$ cat src/rtl/gfse_pkg.sv
// Shared types, constants and helpers for the grip force slip error block.
// Used by the controller, datapath and arithmetic units; depends on nothing.
package gfse_pkg;

  // Fixed widths of the arithmetic units
  localparam int unsigned DivW    = 49;   // dividend and quotient bits
  localparam int unsigned DvsW    = 34;   // divisor bits
  localparam int unsigned DivCntW = 6;    // step counter for DivW steps

  localparam logic [30:0] Mag31Max = 31'h7FFF_FFFF;
  localparam logic [31:0] Pos32Max = 32'h7FFF_FFFF;
  localparam logic [31:0] Neg32Min = 32'h8000_0000;

  // Register indexes of the configuration port
  typedef enum logic {
    CFG_FRICTION   = 1'b0,
    CFG_MIN_NORMAL = 1'b1
  } cfg_idx_e;

  // Operand selection of the shared multiplier
  typedef enum logic [1:0] {
    MS_SQ_A,   // square of a scaled force magnitude
    MS_DOT,    // normal component times force component
    MS_PROJ,   // normal force times normal component
    MS_SQ_T    // square of a tangential magnitude
  } mul_sel_e;

  // Controller to datapath commands
  typedef struct packed {
    logic       load_in;
    logic       shift;
    logic       acc_clr;
    logic       mul_en;
    mul_sel_e   mul_sel;
    logic       acc_add;
    logic       nf_ld;
    logic       t_ld;
    logic       sqrt_start;
    logic       div_start;
    logic       div_latch;
    logic       dir_ld;
    logic       dir_clr;
    logic       tang_ld;
    logic       des_ld;
    logic       out_ld;
    logic [1:0] idx;
  } gfse_cmd_t;

  // Datapath to controller status
  typedef struct packed {
    logic mag_zero;
    logic mag_norm;
    logic sqrt_done;
    logic div_done;
    logic mu_zero;
  } gfse_sts_t;

  // Clamp a wide signed value to the signed 32-bit range
  function automatic logic [31:0] sat32(input logic signed [50:0] v);
    logic [31:0] res;
    if (v > 51'sd2147483647) begin
      res = Pos32Max;
    end else if (v < -51'sd2147483648) begin
      res = Neg32Min;
    end else begin
      res = v[31:0];
    end
    return res;
  endfunction

endpackage

$ cat src/rtl/gfse_ctrl.sv
// Controller state machine: sequences the datapath for each force sample and
// runs the input and output handshakes. Depends on gfse_pkg.
module gfse_ctrl (
  input  logic                clk_i,
  input  logic                rst_ni,
  input  logic                in_valid_i,
  output logic                in_ready_o,
  output logic                out_valid_o,
  input  logic                out_ready_i,
  input  gfse_pkg::gfse_sts_t sts_i,
  output gfse_pkg::gfse_cmd_t cmd_o
);
  import gfse_pkg::*;

  typedef enum logic [4:0] {
    ST_IDLE, ST_NORM, ST_SQ_MUL, ST_SQ_ACC, ST_SQRT_GO, ST_SQRT_WAIT,
    ST_LDIV_GO, ST_LDIV_WAIT, ST_DOT_MUL, ST_DOT_ACC, ST_NF, ST_PRJ_MUL,
    ST_PRJ_T, ST_TANG, ST_DDIV_GO, ST_DDIV_WAIT, ST_DES, ST_OUT
  } state_e;

  state_e     state_q;
  logic [1:0] idx_q;
  logic       first_q;
  logic       out_valid_q;
  logic       accept;

  assign in_ready_o  = (state_q == ST_IDLE);
  assign accept      = in_valid_i && in_ready_o;
  assign out_valid_o = out_valid_q;

  // Decode commands from state
  always_comb begin
    cmd_o         = '0;
    cmd_o.idx     = idx_q;
    cmd_o.mul_sel = MS_DOT;
    case (state_q)
      ST_IDLE: begin
        cmd_o.load_in = accept;
        cmd_o.acc_clr = accept;
      end
      ST_NORM: begin
        cmd_o.dir_clr = sts_i.mag_zero;
        cmd_o.acc_clr = !sts_i.mag_zero && sts_i.mag_norm;
        cmd_o.shift   = !sts_i.mag_zero && !sts_i.mag_norm;
      end
      ST_SQ_MUL: begin
        cmd_o.mul_en  = 1'b1;
        cmd_o.mul_sel = first_q ? MS_SQ_A : MS_SQ_T;
      end
      ST_SQ_ACC:    cmd_o.acc_add = 1'b1;
      ST_SQRT_GO:   cmd_o.sqrt_start = 1'b1;
      ST_LDIV_GO: begin
        cmd_o.div_start = 1'b1;
        cmd_o.div_latch = 1'b1;
      end
      ST_LDIV_WAIT: begin
        cmd_o.div_latch = 1'b1;
        cmd_o.dir_ld    = sts_i.div_done;
      end
      ST_DOT_MUL: begin
        cmd_o.mul_en  = 1'b1;
        cmd_o.mul_sel = MS_DOT;
      end
      ST_DOT_ACC:   cmd_o.acc_add = 1'b1;
      ST_NF:        cmd_o.nf_ld = 1'b1;
      ST_PRJ_MUL: begin
        cmd_o.mul_en  = 1'b1;
        cmd_o.mul_sel = MS_PROJ;
      end
      ST_PRJ_T: begin
        cmd_o.t_ld    = 1'b1;
        cmd_o.acc_clr = (idx_q == 2'd2);
      end
      ST_TANG:      cmd_o.tang_ld = 1'b1;
      ST_DDIV_GO:   cmd_o.div_start = 1'b1;
      ST_DES:       cmd_o.des_ld = 1'b1;
      ST_OUT:       cmd_o.out_ld = !out_valid_q || out_ready_i;
      default: ;
    endcase
  end

  // State, index, first-sample flag and output valid
  always_ff @(posedge clk_i or negedge rst_ni) begin
    if (!rst_ni) begin
      state_q     <= ST_IDLE;
      idx_q       <= '0;
      first_q     <= 1'b1;
      out_valid_q <= 1'b0;
    end else begin
      if (cmd_o.out_ld) begin
        out_valid_q <= 1'b1;
      end else if (out_ready_i) begin
        out_valid_q <= 1'b0;
      end
      case (state_q)
        ST_IDLE: begin
          idx_q <= '0;
          if (accept) state_q <= first_q ? ST_NORM : ST_DOT_MUL;
        end
        ST_NORM: begin
          if (sts_i.mag_zero) begin
            first_q <= 1'b0;
            state_q <= ST_IDLE;
          end else if (sts_i.mag_norm) begin
            state_q <= ST_SQ_MUL;
          end
        end
        ST_SQ_MUL: state_q <= ST_SQ_ACC;
        ST_SQ_ACC: begin
          if (idx_q == 2'd2) begin
            idx_q   <= '0;
            state_q <= ST_SQRT_GO;
          end else begin
            idx_q   <= idx_q + 1'b1;
            state_q <= ST_SQ_MUL;
          end
        end
        ST_SQRT_GO: state_q <= ST_SQRT_WAIT;
        ST_SQRT_WAIT: begin
          if (sts_i.sqrt_done) state_q <= first_q ? ST_LDIV_GO : ST_TANG;
        end
        ST_LDIV_GO: state_q <= ST_LDIV_WAIT;
        ST_LDIV_WAIT: begin
          if (sts_i.div_done) begin
            if (idx_q == 2'd2) begin
              first_q <= 1'b0;
              state_q <= ST_IDLE;
            end else begin
              idx_q   <= idx_q + 1'b1;
              state_q <= ST_LDIV_GO;
            end
          end
        end
        ST_DOT_MUL: state_q <= ST_DOT_ACC;
        ST_DOT_ACC: begin
          if (idx_q == 2'd2) begin
            idx_q   <= '0;
            state_q <= ST_NF;
          end else begin
            idx_q   <= idx_q + 1'b1;
            state_q <= ST_DOT_MUL;
          end
        end
        ST_NF:      state_q <= ST_PRJ_MUL;
        ST_PRJ_MUL: state_q <= ST_PRJ_T;
        ST_PRJ_T: begin
          if (idx_q == 2'd2) begin
            idx_q   <= '0;
            state_q <= ST_SQ_MUL;
          end else begin
            idx_q   <= idx_q + 1'b1;
            state_q <= ST_PRJ_MUL;
          end
        end
        ST_TANG:      state_q <= sts_i.mu_zero ? ST_DES : ST_DDIV_GO;
        ST_DDIV_GO:   state_q <= ST_DDIV_WAIT;
        ST_DDIV_WAIT: if (sts_i.div_done) state_q <= ST_DES;
        ST_DES:       state_q <= ST_OUT;
        ST_OUT:       if (cmd_o.out_ld) state_q <= ST_IDLE;
        default:      state_q <= ST_IDLE;
      endcase
    end
  end

`ifndef SYNTHESIS
  // A pending result is never overwritten
  assert property (@(posedge clk_i) disable iff (!rst_ni)
    cmd_o.out_ld |-> (!out_valid_q || out_ready_i))
    else $error("result register overwritten while pending");

  // The normal is written only while the first sample is handled
  assert property (@(posedge clk_i) disable iff (!rst_ni)
    (cmd_o.dir_ld || cmd_o.dir_clr) |-> first_q)
    else $error("normal written after first sample");

  // One item at a time: no new beat right after an accepted one
  assert property (@(posedge clk_i) disable iff (!rst_ni)
    accept |=> !in_ready_o)
    else $error("input accepted while busy");

  // The first sample never yields a result
  assert property (@(posedge clk_i) disable iff (!rst_ni)
    cmd_o.out_ld |-> !first_q)
    else $error("result produced for first sample");
`endif

endmodule
$ cat config.mk
export PLATFORM = sky130hd
export DESIGN_NAME = gfse_ctrl
export DESIGN_NICKNAME = d
export VERILOG_FILES = /design/src/rtl/gfse_pkg.sv /design/src/rtl/gfse_ctrl.sv
export SDC_FILE = /design/constraint.sdc
export NUM_CORES = 1
export LEC_CHECK = 0
export BUFFER_PORTS_ARGS = -buffer_cell sky130_fd_sc_hd__buf_2
export CAP_MARGIN = 20
export CORE_UTILIZATION = 46
export DETAILED_ROUTE_END_ITERATION = 16
export HOLD_SLACK_MARGIN = 0.1
export PLACE_DENSITY = 0.79
export SLEW_MARGIN = 0
export SYNTH_ARGS = -nofsm -noshare
export SYNTH_HDL_FRONTEND = slang
export SYNTH_SLANG_ARGS = --single-unit
$ cat constraint.sdc
create_clock -name clk_i -period 1.9 [get_ports clk_i]
set_clock_uncertainty 0.2 [all_clocks]
set_input_delay 0.19 -clock clk_i [delete_from_list [all_inputs] [get_ports clk_i]]
set_output_delay 0.19 -clock clk_i [all_outputs]
set_load 0.005 [all_outputs]
# Word-level counts from Yosys, hierarchy flattened

Cells that the tools add are included.

Add/subtract/negate cells: 1
Equality and inequality tests: 27
Mux-type cells: 41
Reductions and logical operators: 18

Operators by type and width:

| kind                                                 | count |
|---|---|
| one-hot mux 5 bit (18 select lines)                  | 1 |
| equality test 5 x 4 -> 1 bit (second input constant) | 8 |
| two-way mux 5 bit                                    | 8 |
| equality test 5 x 3 -> 1 bit (second input constant) | 4 |
| two-way mux 1 bit                                    | 18 |
| != test 2 bit (second input constant)                | 7 |
| two-way mux 4 bit                                    | 3 |
| equality test 5 x 2 -> 1 bit (second input constant) | 2 |
| equality test 5 bit (second input constant)          | 2 |
| two-way mux 2 bit                                    | 5 |
| one-hot mux 3 bit (3 select lines)                   | 1 |
| two-way mux 3 bit                                    | 2 |
| one-hot mux 2 bit (3 select lines)                   | 1 |
| AND reduction 6 bit                                  | 1 |
| OR reduction 2 bit                                   | 3 |
| equality test 5 x 1 -> 1 bit (second input constant) | 1 |
| logical NOT 5 bit                                    | 1 |
| AND reduction 4 bit                                  | 1 |
| nonzero test 2 bit                                   | 2 |
| logical AND 1 bit                                    | 3 |
| logical NOT 1 bit                                    | 3 |
| != test 3 bit (second input constant)                | 1 |
| one-hot mux 1 bit (3 select lines)                   | 1 |
| AND reduction 3 bit                                  | 1 |
| 7 further kinds                                      | 7 |

Register bits after elaboration: 9
Bits of input ports: 9
Output and inout port bits: 21
Logic and storage cells: 91

# Depth between registers and ports, before layout

Word-level depth: 5
Depth in mapped cells: 8

# Least setup slack after synthesis

OpenSTA, ideal clock, no wires.

Path kind: reg-to-reg
Start: register state_q[4]
End: register idx_q[0]
Arrival time: 1677 ps
Data required time: 1575 ps
Path slack: -102 ps
Stages on the path, launching flop included: 7
Path buffers: 1
Clock period less this slack: 2002 ps
Path through: dfrtp_1 -> buf_6 -> or3_4 -> or3_4 -> clkinv_1 -> a211o_4 -> mux2_4

Elaborated cells between the ends (all ways): 11

RTL lines:

| what                                 | RTL line         | source |
|---|---|---|
| start: declaration                   | gfse_ctrl.sv:21  | `state_e state_q;` |
| start signal: assignment             | gfse_ctrl.sv:98  | `if (accept) state_q <= first_q ? ST_NORM : ST_DOT_MUL;` |
| start signal: assignment             | gfse_ctrl.sv:120 | `if (sts_i.sqrt_done) state_q <= first_q ? ST_LDIV_GO : ST_TANG;` |
| start signal: assignment             | gfse_ctrl.sv:155 | `ST_TANG: state_q <= sts_i.mu_zero ? ST_DES : ST_DDIV_GO;` |
| logical NOT 5 bit *                  | --               |  |
| via in_ready_o                       | gfse_ctrl.sv:7   | `output logic in_ready_o,` |
| nonzero test 3 bit (no source line)  | --               |  |
| AND reduction 3 bit (no source line) | --               |  |
| end signal: assignment               | gfse_ctrl.sv:114 | `idx_q <= idx_q + 1'b1;` |
| end signal: assignment               | gfse_ctrl.sv:129 | `idx_q <= idx_q + 1'b1;` |
| end signal: assignment               | gfse_ctrl.sv:140 | `idx_q <= idx_q + 1'b1;` |
| end: declaration                     | gfse_ctrl.sv:22  | `logic [1:0] idx_q;` |

The timed path passes the listed nets; every way through them passes the cells marked *.
A chain may end at the register's enable or synchronous reset.

==> results.txt <==
CP Data Required Time -> 1.51 ns
Buffer depth of the longest clock path -> 2
I/O pins -> 30
GRT Total Usage -> 41.6%
Initial Util -> 49.4%
Sinks on Clock Net -> 9
Vias in the first global route -> 1208
P_leak -> 0.907 nW
Fmax achieved -> 438 MHz
Post-synth top area share -> 20.4%
Drt first pass iters -> 5
Worst setup margin -> -0.382 ns
Port Buffer Count -> 29
Tcrit/Tclk final -> 120%
Post-synth EDFFs -> 0
CP max FO -> 2
Clock insertion delay at the later pin of the skew report -> 0.28 ns
Post-Synthesis Cells -> 129
Seq/Total Area, Yosys -> 23.1%
Net Count, Synth -> 141
Critical path capture point type -> primary output
R2R cell count -> 6
Internal Power -> 1.49 mW
Die Ht -> 48.2 um
GP Congestion -> 0.933
R2r startpoint -> state_q[2]$_DFFE_PN0P_
Die width -> 48.2 um
Sw Ratio -> 48.5%
Most common cell in the synthesized netlist -> nor2_1
Critical path arrival -> 1.89 ns
Violated checks -> setup timing
Hold Crit Class -> input pin to flop
Num CTS Buffers -> 3
RSZ-0062 raised after global routing -> true
Synthesis-to-finish area growth -> 87.7%
Setup violators final -> 22
WL/cell -> 24.5 um
Combinational share of power -> 81.2%
Register area -> 229 um2
DRC violation total after the first TritonRoute iteration -> 133
Design Power -> 2.89 mW
Top post-synthesis cells by count -> 13 x nor2_1, 12 x nand2_1, 8 x dfrtp_1, 8 x nor3_1, 7 x inv_1
Share of cells above drive strength 1 -> 60.0%
Critical path type -> flop to primary output
Power density cells -> 1570 nW/um2
Worst Setup Start Kind -> flop
Vias -> 1570
End point of the critical path -> cmd_o[16]
Yosys warnings -> 0
Worst VDD drop -> 0.00137 V
Total of max-cap violations -> 0
# rows -> 16
Run status -> finished, violations left
Avg Inst Size Synth -> 7.59 um2
Die Footprint -> 2320 um2
First-pass GRT wire length -> 6270 um
Final Cell Area -> 1840 um2
CTS tree -> built
Core Box Area -> 1980 um2
CTS H-Tree Depth -> 1
Drt drc -> 0
Worst-case register-to-register setup slack -> -0.33 ns
FF+latch count, synth -> 9
Synth area leaders -> dfrtp_1 20%, nor2_1 5.0%, nand2_1 4.6%, nor3_1 4.1%, ha_1 3.8%
Area post-placement -> 1320 um2
# fillers -> 63
Initial antenna violation count -> 0
Clock Root Buffer -> clkbuf_4
Post-DP HPWL -> 2280 um
Hold path depth -> 3
Antenna-violating nets left -> 0
Final hold viol count -> 0
Relative slew slack -> 60.8%
Slew Limit Fails -> 0
Top_reg_cell synth -> dfrtp_1
Final WL -> 5680 um
Total congestion overflow -> 0
N_diodes -> 0
Reg power frac -> 12.5%
Clock slew at reported path FFs -> 0.09 ns
Synth unique cells -> 49
Fraction of registers with async set/reset -> 100%
Post-layout min period -> 2.28 ns
Post-synthesis cell area -> 980 um2
Nets -> 218
Slew @ Worst Pin -> 0.581 ns
Vias per inst -> 6.77
Crit. Startpoint -> state_q[4]$_DFFE_PN0P_
Multi-input gate area -> 851 um2
R2R Path End -> idx_q[0]$_DFFE_PN0P_
Sw power -> 1.40 mW
Clock power share -> 6.3%
Post-synth top area cell -> dfrtp_1
Largest net degree at the start of global routing -> 16
[metrics by stage]
stage	setup slack, ns	utilization (%)	TNS (ns)	cells	hold slack, ns
floorplan	-0.0866	-	-0.131	129	-0.306
global placement	-0.0754	66.5	-0.118	202	-0.149
detailed placement	-0.0380	66.5	-0.128	202	-0.146
CTS	-0.302	83.8	-2.06	225	0.109
global route	-0.465	92.8	-5.02	232	0.152
finish	-0.382	92.8	-4.25	232	0.140
[cells in the final DEF (no fill, tap or decap), drive strengths merged, types with 5 or more instances in the layout]
cell / netlist / layout
a21oi: 6 / 6
buf: 9 / 79
dfrtp: 8 / 8
inv: 7 / 7
nand2: 12 / 12
nor2: 14 / 14
nor2b: 5 / 5
nor3: 8 / 8
[layout make-up]
| type | count | share of cell area (%) |
|---|---|---|
| flip-flops and latches | 9 | 12.4 |
| well taps | 27 | 1.84 |
| clock inverters | 1 | 0.272 |
| clock buffers | 3 | 1.22 |
| repair buffers | 83 | 36.1 |
| multi-input cells | 101 | 46.3 |
| inverters | 8 | 1.90 |
[worst max-delay path: stages (launching register included)]
cell and delay, ns:
dfrtp_1 0.44, or3_4 0.41, or3_4 0.37, clkinv_4 0.06, and2_4 0.13, a221o_1 0.10
buf_2 0.11
[state kept, by name, indices dropped and copies added, names as in the netlist]
register,cells
idx_q,2
out_valid_o,1
first_q,1
state_q,5
[what timing repair did]
item | 4_1_cts | 5_1_grt
setup buffers | 16 | 8
pin swaps | 12 | 9
hold buffers | 4 | 0
setup endpoints to repair | 15 | 25
resized for setup | 39 | 30
endpoints found under the hold margin | 11 | 0
[power by group through the flow]
stage | combinational, mW | sequential [mW] | clock, mW
3_5_place_dp | 1.43 | 0.333 | 0
2_1_floorplan | 0.909 | 0.310 | 0
6_report | 2.35 | 0.362 | 0.181
4_1_cts | 1.76 | 0.328 | 0.161
3_3_place_gp | 1.38 | 0.328 | 0
5_1_grt | 2.45 | 0.366 | 0.185
[kinds of logic after synthesis]
logic type	Yosys count	share of synthesized area, %
AO/OA/AOI/OAI	33	25.7
XOR/XNOR	3	2.68
adder cells (fa/ha/maj)	3	3.83
buffers and inverters	19	9.58
multiplexers	2	2.55
flip-flops	9	23.1
AND/OR/NAND/NOR	60	32.6
[how the worst min path moves through the flow]
stage                     from  slack [ns]                endpoint
finish              in_valid_i        0.14  state_q[1]$_DFFE_PN0P_
global route        in_valid_i        0.15  state_q[1]$_DFFE_PN0P_
global placement        rst_ni       -0.15    idx_q[1]$_DFFE_PN0P_
CTS                 in_valid_i        0.11  state_q[0]$_DFFE_PN0P_
floorplan               rst_ni       -0.31    idx_q[0]$_DFFE_PN0P_
detailed placement      rst_ni       -0.15    idx_q[1]$_DFFE_PN0P_
[routing by layer]
metal,track usage [%],part of all wire [%]
met4,19.4,6.8
met5,0,0
met3,5.19,12
met1,58.2,37
met2,63.5,44
(Power assumes the default switching activity.)
